## config.mk

```make
export PLATFORM = sky130hd
export DESIGN_NAME = seven_segment_glyph_rect_generator_unit
export DESIGN_NICKNAME = d
export VERILOG_FILES = /design/src/sv/sgr_pkg.sv /design/src/sv/seven_segment_glyph_rect_generator_unit.sv /design/src/sv/sgr_pen.sv /design/src/sv/sgr_geom.sv /design/src/sv/sgr_emit.sv
export SDC_FILE = /design/constraint.sdc
export NUM_CORES = 2
export LEC_CHECK = 0
export ABC_AREA = 1
export BUFFER_PORTS_ARGS = -buffer_cell sky130_fd_sc_hd__buf_2
export CORE_AREA = 3 3 533 376
export CTS_CLUSTER_SIZE = 16
export DETAILED_ROUTE_END_ITERATION = 8
export DIE_AREA = 0 0 536 379
export PLACE_DENSITY = 0.51
export SYNTH_ARGS = -nofsm -noshare
export SYNTH_HDL_FRONTEND = slang
export SYNTH_HIERARCHICAL = 1
export SYNTH_SLANG_ARGS = --single-unit
```

## constraint.sdc

```tcl
create_clock -name clk -period 29.5 [get_ports clk]
set_input_delay 1.475 -clock clk [delete_from_list [all_inputs] [get_ports clk]]
set_output_delay 1.475 -clock clk [all_outputs]
set_load 0.05 [all_outputs]
```

## src/sv/sgr_pkg.sv

```systemverilog
// sgr_pkg: shared types, constants and helper functions for the seven-segment
// glyph rectangle generator
// no dependencies
`timescale 1ns / 1ps

package sgr_pkg;

	localparam int NUM_SLOTS = 7;
	localparam int SLOT_W = $clog2(NUM_SLOTS);

	localparam logic [7:0] CH_ZERO = 8'h30;
	localparam logic [7:0] CH_NINE = 8'h39;
	localparam logic [7:0] CH_COLON = 8'h3A;

	localparam logic [3:0] PIECE_UPPER_DOT = 4'd7;
	localparam logic [3:0] PIECE_LOWER_DOT = 4'd8;

	localparam logic [15:0] MAX_COORD = 16'd4095;

	// register defaults
	localparam logic [7:0] RST_DIGIT_WIDTH = 8'd16;
	localparam logic [7:0] RST_DIGIT_HEIGHT = 8'd32;
	localparam logic [5:0] RST_STROKE = 6'd3;
	localparam logic [7:0] RST_COLON_WIDTH = 8'd6;
	localparam logic [7:0] RST_SPACING = 8'd2;
	localparam logic [15:0] RST_ON_COLOR = 16'd1;
	localparam logic [12:0] RST_DISP_WIDTH = 13'd168;
	localparam logic [12:0] RST_DISP_HEIGHT = 13'd384;

	typedef enum logic [2:0] {
		REG_DIGIT_WIDTH = 3'd0,
		REG_DIGIT_HEIGHT = 3'd1,
		REG_STROKE = 3'd2,
		REG_COLON_WIDTH = 3'd3,
		REG_SPACING = 3'd4,
		REG_ON_COLOR = 3'd5,
		REG_DISP_WIDTH = 3'd6,
		REG_DISP_HEIGHT = 3'd7
	} cfg_reg_t;

	typedef enum logic [1:0] {
		KIND_NONE = 2'd0,
		KIND_DIGIT = 2'd1,
		KIND_COLON = 2'd2
	} glyph_kind_t;

	typedef struct packed {
		logic [7:0] digit_width;
		logic [7:0] digit_height;
		logic [5:0] stroke_thickness;
		logic [7:0] colon_width;
		logic [7:0] glyph_spacing;
		logic [15:0] on_color;
		logic [12:0] display_width;
		logic [12:0] display_height;
	} cfg_t;

	typedef struct packed {
		logic [7:0] glyph_code;
		logic text_start;
		logic signed [15:0] origin_x;
		logic signed [15:0] origin_y;
	} glyph_t;

	typedef struct packed {
		logic rect_valid;
		logic [11:0] x_left;
		logic [11:0] y_top;
		logic [11:0] x_right;
		logic [11:0] y_bottom;
		logic [15:0] fill_color;
		logic [3:0] piece_id;
		logic signed [15:0] text_width;
		logic last_of_item;
	} result_t;

	typedef struct packed {
		glyph_kind_t kind;
		logic [15:0] x;
		logic [15:0] y;
		logic [NUM_SLOTS-1:0] present;
		logic [15:0] width;
	} pen_stage_t;

	typedef struct packed {
		logic [15:0] x1;
		logic [15:0] y1;
		logic [15:0] x2;
		logic [15:0] y2;
	} corner_t;

	typedef struct packed {
		logic colon;
		logic [NUM_SLOTS-1:0] present;
		corner_t [NUM_SLOTS-1:0] rect;
		logic [15:0] width;
	} geom_stage_t;

	typedef struct packed {
		logic keep;
		logic [11:0] x1;
		logic [11:0] y1;
		logic [11:0] x2;
		logic [11:0] y2;
	} clip_t;

	// segments a..g in bits 0..6
	function automatic logic [NUM_SLOTS-1:0] seg_mask(input logic [3:0] digit);
		logic [NUM_SLOTS-1:0] m;
		case (digit)
			4'd0: m = 7'h3F;
			4'd1: m = 7'h06;
			4'd2: m = 7'h5B;
			4'd3: m = 7'h4F;
			4'd4: m = 7'h66;
			4'd5: m = 7'h6D;
			4'd6: m = 7'h7D;
			4'd7: m = 7'h07;
			4'd8: m = 7'h7F;
			4'd9: m = 7'h6F;
			default: m = '0;
		endcase
		return m;
	endfunction

	// exact for v below 512, by reciprocal 171/512
	function automatic logic [7:0] div3(input logic [8:0] v);
		logic [17:0] p;
		p = {9'd0, v} * 18'd171;
		return p[16:9];
	endfunction

	// order corners, drop if off screen, clamp to the display
	function automatic clip_t clip_rect(input corner_t c, input logic [12:0] dw,
			input logic [12:0] dh);
		logic signed [15:0] x1, y1, x2, y2, mx, my;
		logic drop;
		clip_t r;
		x1 = ($signed(c.x1) > $signed(c.x2)) ? c.x2 : c.x1;
		x2 = ($signed(c.x1) > $signed(c.x2)) ? c.x1 : c.x2;
		y1 = ($signed(c.y1) > $signed(c.y2)) ? c.y2 : c.y1;
		y2 = ($signed(c.y1) > $signed(c.y2)) ? c.y1 : c.y2;
		mx = dw[12] ? MAX_COORD : ({3'b000, dw} - 16'd1);
		my = dh[12] ? MAX_COORD : ({3'b000, dh} - 16'd1);
		drop = (mx < 16'sd0) || (my < 16'sd0) || (x2 < 16'sd0) || (y2 < 16'sd0)
			|| (x1 > mx) || (y1 > my);
		r.keep = !drop;
		r.x1 = (x1 < 16'sd0) ? 12'd0 : x1[11:0];
		r.y1 = (y1 < 16'sd0) ? 12'd0 : y1[11:0];
		r.x2 = (x2 > mx) ? mx[11:0] : x2[11:0];
		r.y2 = (y2 > my) ? my[11:0] : y2[11:0];
		return r;
	endfunction

endpackage

```

## src/sv/seven_segment_glyph_rect_generator_unit.sv

```systemverilog
// seven_segment_glyph_rect_generator_unit: top level with configuration registers
// depends on sgr_pkg, sgr_pen, sgr_geom, sgr_emit
//
// usage: one character per request on the glyph channel (glyph_valid/glyph_stall);
// text_start with origin_x/origin_y begins a new text at that origin. digits give
// one rectangle per visible lit segment (order a..g), a colon one per visible dot,
// and nothing visible gives one empty result. results leave on the piece channel
// (piece_valid/piece_stall), last_of_item marks the final one of each request.
// path: a request passes the pen stage, corner stage, clip bank and output
// register in that order before its first result is presented.
// throughput: a request holds the clip bank until its last result has left, with
// up to seven rectangles, since the bank hands out one result per cycle while the
// output is not stalled; the stages in front can each take one request meanwhile,
// so characters that draw nothing pass at one per cycle when not stalled.
// a stalled result holds in the output register; stalls propagate back stage by
// stage to glyph_stall.
// reset clears the pen to zero, marks the next glyph as first, empties all
// stages and loads the register defaults. configuration writes (cfg_wr_en,
// cfg_index, cfg_data) take effect at once and belong to idle periods.
`timescale 1ns / 1ps

module seven_segment_glyph_rect_generator_unit (
	input  logic             clk,
	input  logic             arst_n,
	input  logic             cfg_wr_en,
	input  logic [2:0]       cfg_index,
	input  logic [15:0]      cfg_data,
	input  logic             glyph_valid,
	output logic             glyph_stall,
	input  sgr_pkg::glyph_t  glyph,
	output logic             piece_valid,
	input  logic             piece_stall,
	output sgr_pkg::result_t piece
);
	import sgr_pkg::*;

	cfg_t cfg_q;

	logic geom_ready, valid_s1, bank_free, valid_s2;
	pen_stage_t stage_s1;
	geom_stage_t stage_s2;

	always_ff @(posedge clk or negedge arst_n) begin
		if (!arst_n) begin
			cfg_q.digit_width <= RST_DIGIT_WIDTH;
			cfg_q.digit_height <= RST_DIGIT_HEIGHT;
			cfg_q.stroke_thickness <= RST_STROKE;
			cfg_q.colon_width <= RST_COLON_WIDTH;
			cfg_q.glyph_spacing <= RST_SPACING;
			cfg_q.on_color <= RST_ON_COLOR;
			cfg_q.display_width <= RST_DISP_WIDTH;
			cfg_q.display_height <= RST_DISP_HEIGHT;
		end else if (cfg_wr_en) begin
			case (cfg_reg_t'(cfg_index))
				REG_DIGIT_WIDTH: cfg_q.digit_width <= cfg_data[7:0];
				REG_DIGIT_HEIGHT: cfg_q.digit_height <= cfg_data[7:0];
				REG_STROKE: cfg_q.stroke_thickness <= cfg_data[5:0];
				REG_COLON_WIDTH: cfg_q.colon_width <= cfg_data[7:0];
				REG_SPACING: cfg_q.glyph_spacing <= cfg_data[7:0];
				REG_ON_COLOR: cfg_q.on_color <= cfg_data;
				REG_DISP_WIDTH: cfg_q.display_width <= cfg_data[12:0];
				REG_DISP_HEIGHT: cfg_q.display_height <= cfg_data[12:0];
				default: ;
			endcase
		end
	end

	sgr_pen u_pen (
		.clk         (clk),
		.arst_n      (arst_n),
		.cfg         (cfg_q),
		.glyph_valid (glyph_valid),
		.glyph_stall (glyph_stall),
		.glyph       (glyph),
		.geom_ready  (geom_ready),
		.valid_s1    (valid_s1),
		.stage_s1    (stage_s1)
	);

	sgr_geom u_geom (
		.clk        (clk),
		.arst_n     (arst_n),
		.cfg        (cfg_q),
		.valid_s1   (valid_s1),
		.stage_s1   (stage_s1),
		.geom_ready (geom_ready),
		.bank_free  (bank_free),
		.valid_s2   (valid_s2),
		.stage_s2   (stage_s2)
	);

	sgr_emit u_emit (
		.clk         (clk),
		.arst_n      (arst_n),
		.cfg         (cfg_q),
		.valid_s2    (valid_s2),
		.stage_s2    (stage_s2),
		.bank_free   (bank_free),
		.piece_valid (piece_valid),
		.piece_stall (piece_stall),
		.piece       (piece)
	);

endmodule

```

## src/sv/sgr_pen.sv

```systemverilog
// sgr_pen: input register stage, pen position and first-glyph tracking
// depends on sgr_pkg
`timescale 1ns / 1ps

module sgr_pen (
	input  logic                clk,
	input  logic                arst_n,
	input  sgr_pkg::cfg_t       cfg,
	input  logic                glyph_valid,
	output logic                glyph_stall,
	input  sgr_pkg::glyph_t     glyph,
	input  logic                geom_ready,
	output logic                valid_s1,
	output sgr_pkg::pen_stage_t stage_s1
);
	import sgr_pkg::*;

	logic [15:0] pen_x_q, org_x_q, top_y_q;
	logic first_q;

	logic accept, s1_open;
	logic [15:0] px, ox, ty, px_draw, pen_next;
	logic first_cur, draw;
	logic [7:0] gw;
	glyph_kind_t kind;
	pen_stage_t stage_d;

	assign s1_open = !valid_s1 || geom_ready;
	assign glyph_stall = !s1_open;
	assign accept = glyph_valid && s1_open;

	always_comb begin
		px = glyph.text_start ? glyph.origin_x : pen_x_q;
		ox = glyph.text_start ? glyph.origin_x : org_x_q;
		ty = glyph.text_start ? glyph.origin_y : top_y_q;
		first_cur = glyph.text_start ? 1'b1 : first_q;
		if (glyph.glyph_code == CH_COLON) begin
			kind = KIND_COLON;
			gw = cfg.colon_width;
		end else if (glyph.glyph_code >= CH_ZERO && glyph.glyph_code <= CH_NINE) begin
			kind = KIND_DIGIT;
			gw = cfg.digit_width;
		end else begin
			kind = KIND_NONE;
			gw = 8'd0;
		end
		draw = (gw != 8'd0);
		px_draw = first_cur ? px : (px + {8'd0, cfg.glyph_spacing});
		pen_next = draw ? (px_draw + {8'd0, gw}) : px;
		stage_d.kind = draw ? kind : KIND_NONE;
		stage_d.x = px_draw;
		stage_d.y = ty;
		case (stage_d.kind)
			KIND_DIGIT: stage_d.present = seg_mask(4'(glyph.glyph_code - CH_ZERO));
			KIND_COLON: stage_d.present = 7'b0000011;
			default: stage_d.present = '0;
		endcase
		stage_d.width = pen_next - ox;
	end

	always_ff @(posedge clk or negedge arst_n) begin
		if (!arst_n) begin
			pen_x_q <= '0;
			org_x_q <= '0;
			top_y_q <= '0;
			first_q <= 1'b1;
			valid_s1 <= 1'b0;
		end else begin
			if (accept) begin
				pen_x_q <= pen_next;
				org_x_q <= ox;
				top_y_q <= ty;
				first_q <= first_cur && !draw;
				valid_s1 <= 1'b1;
			end else if (geom_ready) begin
				valid_s1 <= 1'b0;
			end
		end
	end

	always_ff @(posedge clk) begin
		if (accept) begin
			stage_s1 <= stage_d;
		end
	end

endmodule

```

## src/sv/sgr_geom.sv

```systemverilog
// sgr_geom: corner coordinates of all segment and dot rectangles of a glyph
// depends on sgr_pkg
`timescale 1ns / 1ps

module sgr_geom (
	input  logic                 clk,
	input  logic                 arst_n,
	input  sgr_pkg::cfg_t        cfg,
	input  logic                 valid_s1,
	input  sgr_pkg::pen_stage_t  stage_s1,
	output logic                 geom_ready,
	input  logic                 bank_free,
	output logic                 valid_s2,
	output sgr_pkg::geom_stage_t stage_s2
);
	import sgr_pkg::*;

	logic load;
	logic [15:0] x, y, w, h, t, th;
	logic [15:0] midy, gtop, gbot, topy2, boty1, boty2, lx2, rx1, rx2;
	logic [15:0] hx1, hx2, upy1, upy2, loy2;
	logic signed [9:0] dv, hv;
	logic [15:0] cx, cx2, cty, cby, cty2, cby2;
	geom_stage_t stage_d;

	assign geom_ready = !valid_s2 || bank_free;
	assign load = valid_s1 && geom_ready;

	always_comb begin
		x = stage_s1.x;
		y = stage_s1.y;
		w = {8'd0, cfg.digit_width};
		h = {8'd0, cfg.digit_height};
		t = {10'd0, cfg.stroke_thickness};
		th = {11'd0, cfg.stroke_thickness[5:1]};
		// digit
		midy = y + {9'd0, cfg.digit_height[7:1]};
		gtop = midy - th;
		gbot = gtop + t - 16'd1;
		topy2 = y + t - 16'd1;
		boty1 = y + h - t;
		boty2 = y + h - 16'd1;
		lx2 = x + t - 16'd1;
		rx1 = x + w - t;
		rx2 = x + w - 16'd1;
		hx1 = x + t;
		hx2 = x + w - t - 16'd1;
		upy1 = y + t;
		upy2 = midy - 16'd1;
		loy2 = y + h - t - 16'd1;
		// colon, offset halved toward zero
		dv = $signed({2'b00, cfg.colon_width}) - $signed({4'b0000, cfg.stroke_thickness});
		hv = (dv + $signed({9'd0, dv[9]})) >>> 1;
		cx = x + {{6{hv[9]}}, hv};
		cx2 = cx + t - 16'd1;
		cty = y + {8'd0, div3({1'b0, cfg.digit_height})} - th;
		cby = y + {8'd0, div3({cfg.digit_height, 1'b0})} - th;
		cty2 = cty + t - 16'd1;
		cby2 = cby + t - 16'd1;

		stage_d.colon = (stage_s1.kind == KIND_COLON);
		stage_d.present = stage_s1.present;
		stage_d.width = stage_s1.width;
		stage_d.rect[0] = '{x1: hx1, y1: y, x2: hx2, y2: topy2};
		stage_d.rect[1] = '{x1: rx1, y1: upy1, x2: rx2, y2: upy2};
		stage_d.rect[2] = '{x1: rx1, y1: midy, x2: rx2, y2: loy2};
		stage_d.rect[3] = '{x1: hx1, y1: boty1, x2: hx2, y2: boty2};
		stage_d.rect[4] = '{x1: x, y1: midy, x2: lx2, y2: loy2};
		stage_d.rect[5] = '{x1: x, y1: upy1, x2: lx2, y2: upy2};
		stage_d.rect[6] = '{x1: hx1, y1: gtop, x2: hx2, y2: gbot};
		if (stage_d.colon) begin
			stage_d.rect[0] = '{x1: cx, y1: cty, x2: cx2, y2: cty2};
			stage_d.rect[1] = '{x1: cx, y1: cby, x2: cx2, y2: cby2};
		end
	end

	always_ff @(posedge clk or negedge arst_n) begin
		if (!arst_n) begin
			valid_s2 <= 1'b0;
		end else begin
			if (load) begin
				valid_s2 <= 1'b1;
			end else if (bank_free) begin
				valid_s2 <= 1'b0;
			end
		end
	end

	always_ff @(posedge clk) begin
		if (load) begin
			stage_s2 <= stage_d;
		end
	end

endmodule

```

## src/sv/sgr_emit.sv

```systemverilog
// sgr_emit: clipping into a rectangle bank and one-per-cycle result
// output while not stalled; depends on sgr_pkg
`timescale 1ns / 1ps

module sgr_emit (
	input  logic                 clk,
	input  logic                 arst_n,
	input  sgr_pkg::cfg_t        cfg,
	input  logic                 valid_s2,
	input  sgr_pkg::geom_stage_t stage_s2,
	output logic                 bank_free,
	output logic                 piece_valid,
	input  logic                 piece_stall,
	output sgr_pkg::result_t     piece
);
	import sgr_pkg::*;

	logic bank_valid_s3, colon_s3;
	logic [NUM_SLOTS-1:0] rem_s3;
	clip_t [NUM_SLOTS-1:0] clip_s3;
	logic [15:0] width_s3;

	logic out_ready, emit, load, last;
	logic [SLOT_W-1:0] sel;
	logic [NUM_SLOTS-1:0] rem_clr, keep;
	clip_t [NUM_SLOTS-1:0] clip_d;
	result_t res_d;

	always_comb begin
		for (int i = 0; i < NUM_SLOTS; i++) begin
			clip_d[i] = clip_rect(stage_s2.rect[i], cfg.display_width, cfg.display_height);
			keep[i] = stage_s2.present[i] && clip_d[i].keep;
		end
	end

	always_comb begin
		sel = '0;
		for (int i = NUM_SLOTS - 1; i >= 0; i--) begin
			if (rem_s3[i]) begin
				sel = SLOT_W'(i);
			end
		end
		rem_clr = rem_s3 & ~(NUM_SLOTS'(1) << sel);
		last = (rem_clr == '0);
		out_ready = !piece_valid || !piece_stall;
		emit = bank_valid_s3 && out_ready;
		bank_free = !bank_valid_s3 || (out_ready && last);
		load = valid_s2 && bank_free;

		res_d = '0;
		res_d.text_width = width_s3;
		res_d.last_of_item = last;
		if (rem_s3 != '0) begin
			res_d.rect_valid = 1'b1;
			res_d.x_left = clip_s3[sel].x1;
			res_d.y_top = clip_s3[sel].y1;
			res_d.x_right = clip_s3[sel].x2;
			res_d.y_bottom = clip_s3[sel].y2;
			res_d.fill_color = cfg.on_color;
			if (colon_s3) begin
				res_d.piece_id = (sel == '0) ? PIECE_UPPER_DOT : PIECE_LOWER_DOT;
			end else begin
				res_d.piece_id = 4'(sel);
			end
		end
	end

	always_ff @(posedge clk or negedge arst_n) begin
		if (!arst_n) begin
			bank_valid_s3 <= 1'b0;
			rem_s3 <= '0;
			piece_valid <= 1'b0;
		end else begin
			if (load) begin
				bank_valid_s3 <= 1'b1;
				rem_s3 <= keep;
			end else if (emit) begin
				bank_valid_s3 <= !last;
				rem_s3 <= rem_clr;
			end
			if (emit) begin
				piece_valid <= 1'b1;
			end else if (out_ready) begin
				piece_valid <= 1'b0;
			end
		end
	end

	always_ff @(posedge clk) begin
		if (load) begin
			clip_s3 <= clip_d;
			colon_s3 <= stage_s2.colon;
			width_s3 <= stage_s2.width;
		end
		if (emit) begin
			piece <= res_d;
		end
	end

	// an empty result always closes its request
	assert property (@(posedge clk) disable iff (!arst_n)
		piece_valid && !piece.rect_valid |-> piece.last_of_item)
		else $error("empty result not marked last");

	// clipped corners stay ordered
	assert property (@(posedge clk) disable iff (!arst_n)
		piece_valid && piece.rect_valid |->
		(piece.x_left <= piece.x_right) && (piece.y_top <= piece.y_bottom))
		else $error("clipped rectangle corners out of order");

	// bank holds its pending set while the output is blocked
	assert property (@(posedge clk) disable iff (!arst_n)
		bank_valid_s3 && !out_ready |=> bank_valid_s3 && $stable(rem_s3))
		else $error("bank changed while output blocked");

	// piece numbers stay within segments and dots
	assert property (@(posedge clk) disable iff (!arst_n)
		piece_valid && piece.rect_valid |-> piece.piece_id <= PIECE_LOWER_DOT)
		else $error("piece number out of range");

endmodule
```

==> flow_summary.json <==
{
  "fp.dieArea_mm2": 0.2031,
  "postSynthAreaPerCell_um2": 8.017,
  "clk_latency_ns": 0.77,
  "place.gp.congestion": 0.9476,
  "start_util": 0.3989,
  "grt_pass1_vias": 61740,
  "timing.rr.start": "cfg_q[65]",
  "grt_start_max_net_pins": 153,
  "clockBufferDepth": 3,
  "numPortBuffers": 152,
  "cts_resized": 0,
  "status": "finished, final reports clean",
  "rsz0062_at_grt": "false",
  "required_ns": 30.08,
  "critPathMaxFanout": 8,
  "die_y_um": 379,
  "hold_buffers": 0,
  "slowest_delay_ns": 0.52,
  "cap_violations": 0,
  "drtIter0Drc": 7769,
  "cts_sinks": 1012,
  "r2r_end": "u_geom/stage_s2[30]",
  "overflow": 0,
  "drcViolationCount": 0,
  "cts.clk_slew.worst_paths_ns": 0.08,
  "worst_setup_path_end_kind": "flip-flop",
  "tightest_slew_ns": 1.346,
  "synth_flop_cell": "edfxtp_1",
  "relSlewSlack": 0.09621,
  "vias": 68290,
  "crit_slowest_cell": "dfrtp_1",
  "fillers": 19660,
  "ys_types": 67,
  "row_count": 136,
  "postRouteAntennaNets": 0,
  "multiInputGateArea_mm2": 0.04190,
  "seq_area_mm2": 0.02971,
  "syn_nets": 10800,
  "crit_top_cell": "nand2_1",
  "ys_ff_latch": 1012,
  "synthCells": 9745,
  "top_level_ports": 153,
  "layout-drive-gt1-share": 0.06763,
  "routed_wl_um": 297100,
  "path_class": "reg -> reg",
  "rrSetupSlack_ns": 21.62,
  "cts_tree": "yes",
  "antenna_found_initial": 22,
  "core_area_mm2": 0.1959,
  "grt_pass1_wl_um": 426800,
  "worstHoldEndpoint": "u_emit/width_s3[4]",
  "fmax_mhz": 126.9,
  "min_path_cells": 0,
  "critPathLaunchType": "flip-flop",
  "fp.dieW_um": 536,
  "yosysWarningCount": 6,
  "reg2reg_depth": 37,
  "dp_hpwl_um": 234800,
  "dr.pass1.iters": 6,
  "final_max_slew_viol_count": 0,
  "synth_sequential_area_ratio": 0.3802,
  "htree_levels": 3,
  "cts_setup_buffers": 0,
  "syn_area_mm2": 0.07812,
  "cts-buffers-inserted": 112,
  "setup_tns_ns": 0,
  "synth_edf_count": 872,
  "grt_use_total": 0.2863,
  "fin_skew_ns": 0.06574,
  "final.period_utilization": 0.2671,
  "via_per_inst": 5.468,
  "root_buffer": "clkbuf_16",
  "hold_violations": 0,
  "arrival_ns": 8.46,
  "holdCritStartpoint": "u_geom/stage_s2[4]",
  "hp-class": "reg -> reg",
  "synthArstFlopShare": 0.1383,
  "period_needed_ns": 7.881,
  "wl_per_cell_um": 23.79,
  "area_delta_synth_final_pct": 9.011,
  "setup_violations": 0,
  "final_nets": 10820
}
metal layers:
layer  up-vias  share of wire  track usage
met3       288           0.10      0.05399
li1      32610              -            -
met5         -        0.00029            0
met2      2865           0.37       0.3778
met4        14          0.018      0.05029
met1     32510           0.51       0.4718
cells by family after synthesis:
kind of cell / Yosys count / share of synthesized area
and+or+nand+nor: 4215 / 0.2256
DFF: 1012 / 0.3802
adders and majority gates: 990 / 0.1623
xor gates and xnor gates: 232 / 0.02702
AOI/OAI and AO/OA: 1669 / 0.1191
buffers and inverters: 1627 / 0.08565
cell usage after synthesis (93+ instances only):
| cell | instances | area share |
|---|---|---|
| nor2_1 | 708 | 0.034 |
| clkbuf_1 | 130 | 0.0062 |
| xor2_1 | 170 | 0.019 |
| o21ai_1 | 220 | 0.014 |
| dfrtp_1 | 126 | 0.040 |
| nand2_1 | 2614 | 0.13 |
| buf_4 | 112 | 0.011 |
| nand3_1 | 499 | 0.032 |
| inv_1 | 1250 | 0.060 |
| buf_2 | 93 | 0.0060 |
| o21ai_0 | 481 | 0.031 |
| ha_1 | 951 | 0.15 |
| o21a_1 | 114 | 0.011 |
| edfxtp_1 | 872 | 0.34 |
| a21oi_1 | 603 | 0.039 |
| nand4_1 | 134 | 0.011 |
flip-flops by register name, summed over array words and instances, names as in the netlist:
| register | flops |
|---|---|
| u_emit/piece | 86 |
| u_pen/org_x_q | 16 |
| u_emit/rem_s3 | 7 |
| u_pen/top_y_q | 16 |
| u_pen/pen_x_q | 16 |
| u_emit/colon_s3 | 1 |
| u_geom/stage_s2 | 376 |
| u_emit/clip_s3 | 336 |
| u_pen/first_q | 1 |
| u_geom/valid_s2 | 1 |
| u_pen/stage_s1 | 57 |
| u_pen/valid_s1 | 1 |
| cfg_q | 80 |
| u_emit/width_s3 | 16 |
| u_emit/bank_valid_s3 | 1 |
| u_emit/piece_valid | 1 |
placed cells by master, fill, tap and decap left out, drive strengths merged, types with 179 or more instances in the layout:
master,instances
nand3,512
inv,1287
nand2,2662
ha,951
edfxtp,872
nor2,743
o21ai,706
buf,252
a21oi,610
xor2,179
critical path: cells and delay by family, from the launching register on:
family	cells	cell delay (ns)
buffers and inverters	5	0.27
adder cells (fa/ha/maj)	8	3.37
AND/OR/NAND/NOR	13	1.35
XOR/XNOR	3	0.61
flip-flops	1	0.52
AO/OA/AOI/OAI	8	1.57
worst max path at each step:
stage                 from             endpoint  slack, ns
2_1_floorplan  piece_stall   u_geom/stage_s2[0]       8.52
3_3_place_gp     cfg_q[65]  u_geom/stage_s2[30]      21.78
3_5_place_dp     cfg_q[65]  u_geom/stage_s2[30]      21.82
4_1_cts          cfg_q[65]  u_geom/stage_s2[30]      21.69
5_1_grt          cfg_q[65]  u_geom/stage_s2[31]      20.94
6_report         cfg_q[65]  u_geom/stage_s2[30]      21.62
final cells by class:
cell class | instances | area share
Tap cell | 2622 | 0.03852
Clock inverter | 82 | 0.01147
Inverter | 1281 | 0.05664
Sequential cell | 1012 | 0.3488
Clock buffer | 129 | 0.03451
Timing Repair Buffer | 252 | 0.01797
Antenna cell | 4 | 0.0001175
Multi-Input combinational cell | 7106 | 0.4919
metrics by stage:
stage	setup WS [ns]	area, µm²	util	cells	hold WS [ns]
2_1_floorplan	8.524	78120	-	9745	0.4003
3_3_place_gp	21.78	81240	0.4148	12270	0.4045
3_5_place_dp	21.82	81240	0.4148	12270	0.4045
4_1_cts	21.69	85150	0.4348	12480	0.4071
5_1_grt	20.94	85150	0.4348	12480	0.4223
6_report	21.62	85160	0.4348	12490	0.4131
Power is left out: the tool's default activity adds up to more than one toggle a clock period on the data nets, which glitch-free logic cannot reach.
